`config.mk`:
```
export PLATFORM = sky130hd
export DESIGN_NAME = dlbs_engine
export DESIGN_NICKNAME = d
export VERILOG_FILES = /design/src/sv/dlbs_pkg.sv /design/src/sv/dlbs_engine.sv
export SDC_FILE = /design/constraint.sdc
export NUM_CORES = 1
export LEC_CHECK = 0
export BUFFER_PORTS_ARGS = -buffer_cell sky130_fd_sc_hd__buf_2
export CAP_MARGIN = 10
export CORE_UTILIZATION = 40
export DETAILED_ROUTE_END_ITERATION = 8
export REMOVE_ABC_BUFFERS = 1
export SYNTH_ARGS = -nofsm -noshare
export SYNTH_HDL_FRONTEND = slang
export SYNTH_SLANG_ARGS = --single-unit
export TNS_END_PERCENT = 1
```
`constraint.sdc`:
```
create_clock -name clock -period 3.4 [get_ports clock]
set_input_delay 0.17 -clock clock [delete_from_list [all_inputs] [get_ports clock]]
set_output_delay 0.17 -clock clock [all_outputs]
set_load 0.02 [all_outputs]
```
`src/sv/dlbs_pkg.sv`:
```
// Shared types, constants and channel helper functions for the LED pattern sequencer.
`default_nettype none
package dlbs_pkg;

   localparam int CNT_W  = 16;   // countdown / elapsed counter width
   localparam int CFG_W  = 16;   // period register width
   localparam int STAT_W = 4;
   localparam int IDX_W  = 2;

   // status codes
   localparam logic [STAT_W-1:0] ST_NONE        = 4'd0;
   localparam logic [STAT_W-1:0] ST_POWER_UP    = 4'd1;
   localparam logic [STAT_W-1:0] ST_IDLE        = 4'd2;
   localparam logic [STAT_W-1:0] ST_ADVERTISING = 4'd3;
   localparam logic [STAT_W-1:0] ST_CONNECTED   = 4'd4;
   localparam logic [STAT_W-1:0] ST_START_MEAS  = 4'd5;
   localparam logic [STAT_W-1:0] ST_ACTIVE_MEAS = 4'd6;
   localparam logic [STAT_W-1:0] ST_STOP_MEAS   = 4'd7;
   localparam logic [STAT_W-1:0] ST_ERROR       = 4'd8;

   // register indexes
   localparam logic [IDX_W-1:0] REG_SHORT  = 2'd0;
   localparam logic [IDX_W-1:0] REG_MEDIUM = 2'd1;
   localparam logic [IDX_W-1:0] REG_LONG   = 2'd2;

   localparam logic [CFG_W-1:0] RST_SHORT  = 16'd1638;
   localparam logic [CFG_W-1:0] RST_MEDIUM = 16'd3276;
   localparam logic [CFG_W-1:0] RST_LONG   = 16'd32768;

   typedef struct packed {
      logic             led;
      logic             running;
      logic             endless;
      logic [CNT_W-1:0] period;
      logic [CNT_W-1:0] limit;
      logic [CNT_W-1:0] ticks;
      logic [CNT_W-1:0] elapsed;
   } chan_type;

   typedef struct packed {
      chan_type ch;
      logic     fin;
   } tick_type;

   typedef struct packed {
      logic [CFG_W-1:0] short_p;
      logic [CFG_W-1:0] medium_p;
      logic [CFG_W-1:0] long_p;
   } cfg_type;

   typedef struct packed {
      logic              power_led;
      logic              reset_led;
      logic              pattern_done;
      logic [STAT_W-1:0] done_status;
   } result_type;

   function automatic chan_type chan_launch(input logic [CFG_W-1:0] period,
                                            input logic [CFG_W-1:0] limit,
                                            input logic             endless);
      chan_type c;
      c.period  = CNT_W'(period);
      c.limit   = endless ? '0 : CNT_W'(limit);
      c.endless = endless;
      c.elapsed = CNT_W'(period);
      c.ticks   = CNT_W'(period);
      c.running = 1'b1;
      c.led     = 1'b1;
      return c;
   endfunction

   // One timer tick on one channel; fin set when a limited pattern runs out.
   function automatic tick_type chan_tick(input chan_type c);
      tick_type       t;
      logic [CNT_W:0] sum;
      t.ch  = c;
      t.fin = 1'b0;
      sum   = {1'b0, c.elapsed} + {1'b0, c.period};
      if (c.running) begin
         if (c.ticks != CNT_W'(1)) begin
            t.ch.ticks = c.ticks - CNT_W'(1);   // zero period wraps
         end else if (c.endless || (c.elapsed < c.limit)) begin
            t.ch.elapsed = sum[CNT_W] ? '1 : sum[CNT_W-1:0];
            t.ch.ticks   = c.period;
            t.ch.led     = ~c.led;
         end else begin
            t.fin = 1'b1;
         end
      end
      return t;
   endfunction

endpackage
`default_nettype wire

```
`src/sv/dlbs_engine.sv`:
```
// Channel state and the per-beat update for status codes and timer ticks.
`default_nettype none
module dlbs_engine import dlbs_pkg::*; (
   input  wire               clock,
   input  wire               reset,
   input  wire               step,
   input  wire               action,
   input  wire [STAT_W-1:0]  status_code,
   input  cfg_type           cfg,
   output result_type        result
);
   chan_type          pwr_ff, pwr_in, rst_ff, rst_in;
   logic [STAT_W-1:0] status_ff, status_in;
   logic              pulse_rst_ff, pulse_rst_in;
   tick_type          pwr_tick, rst_tick;
   result_type        res;

   assign pwr_tick = chan_tick(pwr_ff);
   assign rst_tick = chan_tick(rst_ff);

   always_comb begin
      pwr_in       = pwr_ff;
      rst_in       = rst_ff;
      status_in    = status_ff;
      pulse_rst_in = pulse_rst_ff;
      res          = '0;
      if (action) begin
         pwr_in    = '0;
         rst_in    = '0;
         status_in = (status_code <= ST_ERROR) ? status_code : ST_NONE;
         case (status_code)
            ST_POWER_UP:    pwr_in.led = 1'b1;
            ST_IDLE:        rst_in = chan_launch(cfg.long_p, '0, 1'b1);
            ST_ADVERTISING: pwr_in = chan_launch(cfg.medium_p, '0, 1'b1);
            ST_CONNECTED:   pwr_in = chan_launch(cfg.long_p, '0, 1'b1);
            ST_START_MEAS: begin
               pwr_in = chan_launch(cfg.short_p, cfg.long_p, 1'b0);
               rst_in = chan_launch(cfg.short_p, cfg.long_p, 1'b0);
            end
            ST_ACTIVE_MEAS: begin
               // alternate which LED gets the pulse
               if (pulse_rst_ff) begin
                  rst_in = chan_launch(cfg.medium_p, cfg.medium_p, 1'b0);
               end else begin
                  pwr_in = chan_launch(cfg.medium_p, cfg.medium_p, 1'b0);
               end
               pulse_rst_in = ~pulse_rst_ff;
            end
            ST_STOP_MEAS: begin
               pwr_in = chan_launch(cfg.long_p, cfg.long_p, 1'b0);
               rst_in = chan_launch(cfg.long_p, cfg.long_p, 1'b0);
            end
            ST_ERROR: begin
               pwr_in.led = 1'b1;
               rst_in.led = 1'b1;
            end
            default: begin
            end
         endcase
      end else if (pwr_tick.fin || rst_tick.fin) begin
         // either channel finishing halts both
         pwr_in           = '0;
         rst_in           = '0;
         res.pattern_done = 1'b1;
         res.done_status  = status_ff;
         status_in        = ST_NONE;
      end else begin
         pwr_in = pwr_tick.ch;
         rst_in = rst_tick.ch;
      end
      res.power_led = pwr_in.led;
      res.reset_led = rst_in.led;
   end

   always_ff @(posedge clock) begin
      if (reset) begin
         pwr_ff       <= '0;
         rst_ff       <= '0;
         status_ff    <= ST_NONE;
         pulse_rst_ff <= 1'b1;
      end else if (step) begin
         pwr_ff       <= pwr_in;
         rst_ff       <= rst_in;
         status_ff    <= status_in;
         pulse_rst_ff <= pulse_rst_in;
      end
   end

   assign result = res;
endmodule
`default_nettype wire

```
==> results of run 1 <==
-- layer usage --
layer	track usage	wire length, um	vias up	part of all wire
met2	0.381	13200	244	0.47
met1	0.311	13100	4371	0.46
met5	0	0	-	0
met3	0.0380	1340	53	0.047
met4	0.0902	755	0	0.027
li1	-	-	4675	-
-- flip-flops by register name, summed over array words and instances (netlist names) --
signal        cells
status_ff         4
pwr_ff           67
pulse_rst_ff      1
rst_ff           67
-- final cells by class --
cell class,count,share of cell area
tap,319,0.0370
timing repair buffer,90,0.0497
multi-input combinational,1002,0.589
clock buffer,24,0.0447
sequential,139,0.258
clock inverter,6,0.00383
inverter,52,0.0181
-- cell families after synthesis --
| kind of cell | synth area share |
|---|---|
| adders and majority gates | 0.0899 |
| AOI/OAI and AO/OA | 0.285 |
| DFF | 0.289 |
| muxes | 0.0398 |
| buffers and inverters | 0.0579 |
| xor gates and xnor gates | 0.0400 |
| and+or+nand+nor | 0.198 |
-- metrics by stage --
step | setup WS, ps | hold WS, ps | total power, mW | TNS (ps) | utilization
final | 139 | 144 | 4.12 | 0 | 0.458
after detailed placement | 153 | 472 | 2.46 | 0 | 0.435
after global routing | -8.48 | 172 | 4.31 | -15.1 | 0.458
after CTS | 41.8 | 122 | 4.15 | 0 | 0.458
after floorplan | -2340 | 235 | 2.22 | -173290 | -
after global placement | 213 | 462 | 2.45 | 0 | 0.435
-- layout by cell type (no fill, tap or decap), types with 21 or more instances in the layout --
master	Yosys	final
a222oi_1	26	26
nand2_1	112	112
buf_2	14	61
mux2i_1	36	36
buf_4	6	28
a211oi_1	38	38
dfxtp_1	139	139
xnor2_1	26	26
o21ai_0	60	60
a21oi_1	160	157
a22oi_1	29	29
inv_1	51	51
o21ai_1	22	21
nor2_1	197	196
ha_1	66	66
nor3_1	33	29
-- timing repair --
item                       CTS  global route
gates cloned                 0             0
setup endpoints to repair    4             5
resized for setup            1             3
-- worst max path at each step --
stage	end	depth (start not counted)
final	result[5]	9
after global routing	rst_ff[12]	10
after CTS	result[6]	9
after detailed placement	rst_ff[28]	10
after global placement	rst_ff[17]	10
after floorplan	pwr_ff[32]	10
-- power groups by stage --
| stage | clock network (mW) | logic [mW] | registers, mW |
|---|---|---|---|
| final | 1.69 | 0.693 | 1.74 |
| after global routing | 1.79 | 0.771 | 1.75 |
| after CTS | 1.72 | 0.690 | 1.74 |
| after detailed placement | 0 | 0.686 | 1.77 |
| after global placement | 0 | 0.679 | 1.77 |
| after floorplan | 0 | 0.464 | 1.76 |
-- worst max-delay path, stage by stage (launching register included) --
cell and delay, ps:
dfxtp_1 330, inv_1 40, ha_1 280, a21oi_1 150
o21ai_1 110, or4_1 480, a41o_1 260, a31oi_1 550
o2bb2ai_1 250, buf_2 230
==> metrics, run 1 <==
fin cells=1632; Die Ht=157 um; Final Instance Area=10800 um^2; Synth Flop Type=dfxtp_1; Final ANT Viol Nets=0; clock buffer depth=2; Final Cycle Share=0.959; clock-pin slew on the worst setup and hold paths=50 ps; DRC viols=0; Max transition margin=0.339; Distinct cells, synth=71; post-detailed-route wirelength per cell=17.4 um; count leader, synth=nor2_1; # port buffers=62; Routability Congestion=0.904; CTS H-tree lvls=4; CTS Hold Bufs=0; Placed Instances=1602; r2r setup slk=210 ps; Clock power frac=0.410; EDFF count, synth=0; nets=1426; total global-route track usage=0.235; RSZ-0062 raised after global routing=true; Worst VDD drop=0.306 mV; largest net degree at the start of global routing=68; crit path from=pwr_ff[47]; DR iter-0 viols=801; clock buffer count from CTS=17; clk sinks=139; FF/Latch Area=2780 um^2; drt total wl=28400 um; synth-to-layout area growth=12.0%; via count=9343; Synth area leaders=dfxtp_1 (29%), ha_1 (8.6%), a21oi_1 (8.3%); CTS tree=built; CP arrival=3090 ps; Pwr Density=382 nW/um^2; die area=24700 um^2; Worst-Skew Late Latency=430 ps; Worst Skew=15.8 ps; cell taking the most area after synthesis=dfxtp_1; Worst setup EP type=output pin; CORE AREA=23500 um^2; R2R Path Start=pwr_ff[48]; internal power=2.94 mW; worst-margin pin slew=991 ps; warnings from Yosys=0; io pins=63; Post-synth top cells=nor2_1 (197), a21oi_1 (160), dfxtp_1 (139); DR pass1 iterations=9; Post-synth ARST share=0; DP Wirelength=21300 um; DIE WIDTH=157 um; Leakage=4.38 nW; layout cells sized above 1=0.118; Hold Path Class=input pin to register; Worst Hold Depth=3; vias in the first global route=8670; Hold EP=status_ff[0]; register share of total power=0.422; Worst EP required=3230 ps; Post-Syn Area=9630 um^2; Initial Utilization=0.409; diode count=0; Hold Vio Cnt, Final=0; f_max=307 MHz; reg2reg end=pwr_ff[4]; CTS root buf=clkbuf_16; Switching Fraction=0.287; post-synth top area share=0.289; Worst Setup Start Kind=register; Max Cap Violations=0; Yosys reg bits=139; site row count=56; Layout fillers=2457; status=completed; cell count after synthesis=1271; Net Switching=1.18 mW; Syn Area/Cell=7.58 um^2; first-pass GRT wire length=45800 um; GRT overflow=0; hold path startpoint=status_code[0]; Max Fanout on Critical Path=5; WS Path Type=register to output pin; Via-to-Cell Ratio=5.72; initial antenna violation count=0; multi-input gate area in the final layout=6350 um^2; fin crit period=3260 ps; # setup viols final=0; Post-DP Area=10200 um^2; post-CTS setup buffers=0; Final Max Slew Viols=0; Reg2Reg Depth=11; register area share after synthesis=0.289; combinational share of power=0.168
Note: power is estimated with default switching activity, not from simulation.
==> inputs of run 2 (changes only) <==
--- a/config.mk
+++ b/config.mk
@@ -7,7 +7,7 @@
 export LEC_CHECK = 0
 export BUFFER_PORTS_ARGS = -buffer_cell sky130_fd_sc_hd__buf_2
 export CAP_MARGIN = 10
-export CORE_UTILIZATION = 40
+export CORE_UTILIZATION = 45
 export DETAILED_ROUTE_END_ITERATION = 8
 export REMOVE_ABC_BUFFERS = 1
 export SYNTH_ARGS = -nofsm -noshare
==> metrics, run 2 (synthesis gave the netlist of run 1 again) <==
io pins=63 (unchanged); combinational share of power=0.162 (-0.006); clk sinks=139 (unchanged); first-pass GRT wire length=45400 um (-0.80%); Routability Congestion=0.887 (-1.8%); total global-route track usage=0.261 (+0.0255); drt total wl=28000 um (-1.5%); DIE WIDTH=148 um (-5.6%); Layout fillers=2066 (-16%); Worst Skew=10.2 ps (-5.57 ps); GRT overflow=0 (unchanged); worst-margin pin slew=947 ps (-44.6 ps); layout cells sized above 1=0.121 (+0.00314); Pwr Density=398 nW/um^2 (+4.1%); multi-input gate area in the final layout=6360 um^2 (+0.24%); Hold Path Class=input pin to register; nets=1423 (-0.21%); via count=9291 (-0.56%); Final Cycle Share=0.974 (+0.0146); Worst Setup Start Kind=register; RSZ-0062 raised after global routing=true; Worst VDD drop=0.269 mV (-12%); most frequent cells in the layout=nor2_1 (196), a21oi_1 (156), dfxtp_1 (139); die area=22000 um^2 (-11%); WS Path Type=register to output pin; Net Switching=1.22 mW (+3.5%); Max Cap Violations=0 (unchanged); top flop regs=pwr_ff: 67 flops, rst_ff: 67 flops, status_ff: 4 flops; post-CTS setup buffers=0 (unchanged); Worst EP required=3230 ps (about the same); most common cell after layout, fill and taps aside=nor2_1; clock buffer count from CTS=17 (unchanged); status=completed; Max Fanout on Critical Path=5 (unchanged); CTS Hold Bufs=0 (unchanged); DP Wirelength=20500 um (-3.8%); Clock power frac=0.434 (+0.024); internal power=3.07 mW (+4.7%); DR iter-0 viols=633 (-21%); DRC viols=0 (unchanged); post-detailed-route wirelength per cell=17.7 um (+1.3%); Final ANT Viol Nets=0 (unchanged); Max transition margin=0.368 (+0.0297); site row count=53 (-5.4%); Hold Vio Cnt, Final=0 (unchanged); CORE AREA=21000 um^2 (-11%); Worst-Skew Late Latency=430 ps (about the same); CTS root buf=clkbuf_16; # setup viols final=0 (unchanged); clock buffer depth=2 (unchanged); final core occ=0.514 (+0.0561); Via-to-Cell Ratio=5.85 (+2.3%); largest net degree at the start of global routing=43 (-37%); Worst setup EP type=output pin; f_max=302 MHz (-1.5%); Leakage=4.41 nW (+0.59%); Die Ht=148 um (-5.6%); DR pass1 iterations=8 (-1); diode count=0 (unchanged); fin crit period=3310 ps (+49.6 ps); vias in the first global route=8649 (-0.24%); # port buffers=62 (unchanged); Initial Utilization=0.458 (+0.0491); Switching Fraction=0.285 (-0.00237); register share of total power=0.404 (-0.018); clock-pin slew on the worst setup and hold paths=60 ps (about the same); initial antenna violation count=0 (unchanged); synth-to-layout area growth=12.2%; CP arrival=3140 ps (+50 ps); Final TNS setup=0 ps (unchanged); FF/Latch Area=2780 um^2 (unchanged); CTS tree=built; CTS H-tree lvls=4 (unchanged); Final Max Slew Viols=0 (unchanged)
-- run 2: final timing paths --
| path | end | startpoint | cells past startpoint | slack, ps |
|---|---|---|---|---|
| min reg2reg | status_ff[2] | status_ff[2] | 2 | 480 |
| max reg2reg | rst_ff[10] | pwr_ff[47] | 11 | 250 |
| max | result[5] | pwr_ff[47] | 9 | 90 |
| min | status_ff[0] | status_code[0] | 3 | 110 |
-- run 2: what timing repair did --
action,CTS,global route
gates resized for setup,1,8
setup endpoints to repair,2,32
pin swaps,0,0
-- run 2: area by class of cell --
type,instances,area share
clock buffer,21,0.0426
clock inverter,11,0.0111
inverter,52,0.0181
multi-input combinational,1002,0.589
sequential,139,0.257
tap,275,0.0318
timing repair buffer,87,0.0501
-- run 2: worst max-delay path: stages (launching register included) --
cell,delay (ps)
dfxtp_1,330
inv_1,50
ha_1,280
a21oi_1,160
o21ai_1,130
or4_1,490
a41o_1,270
a31oi_1,550
o2bb2ai_1,240
buf_2,220
-- run 2: power groups by stage --
| stage | Sequential, mW | Clock, mW | Combinational [mW] |
|---|---|---|---|
| after detailed placement | 1.77 | 0 | 0.687 |
| after global placement | 1.77 | 0 | 0.683 |
| after floorplan | 1.76 | 0 | 0.464 |
| final | 1.74 | 1.86 | 0.695 |
| after global routing | 1.74 | 1.97 | 0.774 |
| after CTS | 1.74 | 1.89 | 0.692 |
-- run 2: routing by layer --
| layer | routed length [um] | vias to the layer above | track usage |
|---|---|---|---|
| li1 | - | 4680 | - |
| met1 | 13200 | 4349 | 0.351 |
| met2 | 13000 | 221 | 0.423 |
| met3 | 1270 | 41 | 0.0399 |
| met4 | 539 | 0 | 0.0876 |
| met5 | 0 | - | 0 |
-- run 2: metrics by stage --
stage | worst slack, ps | total power, mW | area (um^2) | std cells | hold slack [ps]
2_1_floorplan | -2340 | 2.22 | 9270 | 1193 | 235
3_3_place_gp | 208 | 2.45 | 10200 | 1555 | 468
3_5_place_dp | 136 | 2.46 | 10200 | 1555 | 475
4_1_cts | 4.86 | 4.32 | 10800 | 1587 | 99.3
5_1_grt | -31.9 | 4.48 | 10800 | 1587 | 147
6_report | 89.0 | 4.30 | 10800 | 1587 | 114
==> inputs of run 3 (changes only) <==
--- a/config.mk
+++ b/config.mk
@@ -7,8 +7,9 @@
 export LEC_CHECK = 0
 export BUFFER_PORTS_ARGS = -buffer_cell sky130_fd_sc_hd__buf_2
 export CAP_MARGIN = 10
-export CORE_UTILIZATION = 45
+export CORE_UTILIZATION = 60
 export DETAILED_ROUTE_END_ITERATION = 8
+export PLACE_DENSITY = 0.89
 export REMOVE_ABC_BUFFERS = 1
 export SYNTH_ARGS = -nofsm -noshare
 export SYNTH_HDL_FRONTEND = slang
==> metrics, run 3 (synthesis gave the netlist of run 1 again) <==
Worst Skew=11.0 ps (+0.768 ps); vias in the first global route=9155 (+5.9%); CTS root buf=clkbuf_16; DP Wirelength=19600 um (-4.4%); setup slack at placement=145 ps (+8.55 ps); most frequent cells in the layout=nor2_1 (196), a21oi_1 (157), dfxtp_1 (139); post-detailed-route wirelength per cell=18.2 um (+2.9%); Final ANT Viol Nets=0 (unchanged); largest net degree at the start of global routing=62 (+44%); clk sinks=139 (unchanged); Final Cycle Share=0.976 (+0.00176); first-pass GRT wire length=44900 um (-1.1%); Via-to-Cell Ratio=6.42 (+9.7%); Max Fanout on Critical Path=6 (+1); CP arrival=3150 ps (about the same); Initial Utilization=0.624 (+0.166); DIE WIDTH=129 um (-13%); CTS tree=built; drt total wl=27700 um (-1.2%); DRC viols=0 (unchanged); Switching Fraction=0.279 (-0.00569); io pins=63 (unchanged); most common cell after layout, fill and taps aside=nor2_1; via count=9789 (+5.4%); # port buffers=62 (unchanged); CTS H-tree lvls=4 (unchanged); GRT overflow=0 (unchanged); Tot Pwr=4.23 mW (-1.5%); Min Hold Slack=80.1 ps (-34.3 ps); crit path cell chain=inv_1, ha_1, a21oi_1, o21ai_1, or4_1, a41o_1, a31o_2, o31ai_2, buf_2; clock buffer count from CTS=17 (unchanged); Pwr Density=396 nW/um^2 (-0.33%); CORE AREA=15400 um^2 (-27%); Final Instance Area=10700 um^2 (-1.2%); Worst VDD drop=0.378 mV (+41%); Die Ht=129 um (-13%); Worst Hold Depth=3 (unchanged); Layout fillers=1298 (-37%); Clock power frac=0.423 (-0.011); Leakage=4.39 nW (-0.37%); die area=16600 um^2 (-25%); total global-route track usage=0.340 (+0.0793); WS Path Type=register to output pin; fin crit period=3320 ps (+6.00 ps); Final Max Slew Viols=0 (unchanged); top flop regs=pwr_ff: 67 flops, rst_ff: 67 flops, status_ff: 4 flops; register share of total power=0.411 (+0.007); crit path setup slack, layout=83.0 ps (-6.00 ps); Reg2Reg Depth=11 (unchanged); Worst EP required=3230 ps (about the same); Worst Setup Start Kind=register; Net Switching=1.18 mW (-3.5%); max incr delay on CP=500 ps (-50 ps); # setup viols final=0 (unchanged); site row count=45 (-15%); DR pass1 iterations=9 (+1); layout cells sized above 1=0.116 (-0.00534); Worst-Skew Late Latency=440 ps (about the same); clock-pin slew on the worst setup and hold paths=50 ps (about the same); RSZ-0062 raised after global routing=false; DR iter-0 viols=1226 (+94%); Routability Congestion=0.966 (+8.9%); status=completed; CP max-delay cell=or4_1; Hold Path Class=input pin to register; Post-DP Area=10100 um^2 (-0.91%); Hold Vio Cnt, Final=0 (unchanged); combinational share of power=0.166 (+0.004); Max Cap Violations=0 (unchanged); Worst setup EP type=output pin; clock buffer depth=2 (unchanged); Max transition margin=0.368 (about the same); worst-margin pin slew=946 ps (-0.131 ps); synth-to-layout area growth=10.9%; nets=1423 (unchanged); f_max=301 MHz (-0.18%); internal power=3.05 mW (-0.72%); initial antenna violation count=1 (+1)
[run 3: cell types whose count changed in the layout (fill, tap and decap cells not counted), moves of 2 or more]
cell	delta
clkbuf_1	+5
a2111oi_0	+2
a2111oi_1	-2
buf_4	+2
clkinvlp_4	-2
[run 3: timing repair]
item,CTS,global route
setup buffers,0,0
hold buffers,0,0
resized for setup,1,3
pin swaps,0,0
hold endpoints to repair,0,0
endpoints found under the setup margin,1,16
cloned,0,0
[run 3: critical path: cells and delay by family (launching register included)]
kind | cells | cell delay (ps)
DFF | 1 | 330
buffers and inverters | 2 | 300
adders and majority gates | 1 | 300
AOI/OAI and AO/OA | 5 | 1280
and+or+nand+nor | 1 | 500
[run 3: worst paths after layout]
path,start,to,slack [ps]
min,status_code[0],status_ff[0],80
min reg2reg,rst_ff[32],rst_ff[32],490
max,pwr_ff[47],result[6],80
max reg2reg,pwr_ff[47],rst_ff[16],220
[run 3: power by group through the flow]
stage / registers, mW / logic, mW / clock network (mW)
after floorplan: 1.76 / 0.464 / 0
after global placement: 1.77 / 0.656 / 0
after detailed placement: 1.77 / 0.676 / 0
after CTS: 1.74 / 0.687 / 1.79
after global routing: 1.75 / 0.770 / 1.87
final: 1.74 / 0.702 / 1.79
[run 3: final cells by class]
| cell class | count | area, um^2 | share of cell area |
|---|---|---|---|
| Multi-Input combinational cell | 1002 | 6350 | 0.595 |
| Antenna cell | 1 | 2.50 | 0.000234 |
| Sequential cell | 139 | 2780 | 0.261 |
| Clock inverter | 7 | 91.3 | 0.00855 |
| Tap cell | 211 | 264 | 0.0247 |
| Clock buffer | 25 | 465 | 0.0436 |
| Timing Repair Buffer | 87 | 526 | 0.0492 |
| Inverter | 52 | 195 | 0.0183 |
[run 3: layer usage]
layer	wire length (um)	track usage
met1	11500	0.424
met2	13200	0.569
met3	2100	0.0661
met4	927	0.152
met5	0	0
[run 3: stage by stage]
step / TNS (ps) / instances / util
floorplan: -173290 / 1193 / -
global placement: 0 / 1491 / 0.655
detailed placement: 0 / 1491 / 0.655
CTS: 0 / 1523 / 0.691
global route: 0 / 1524 / 0.692
finish: 0 / 1524 / 0.692
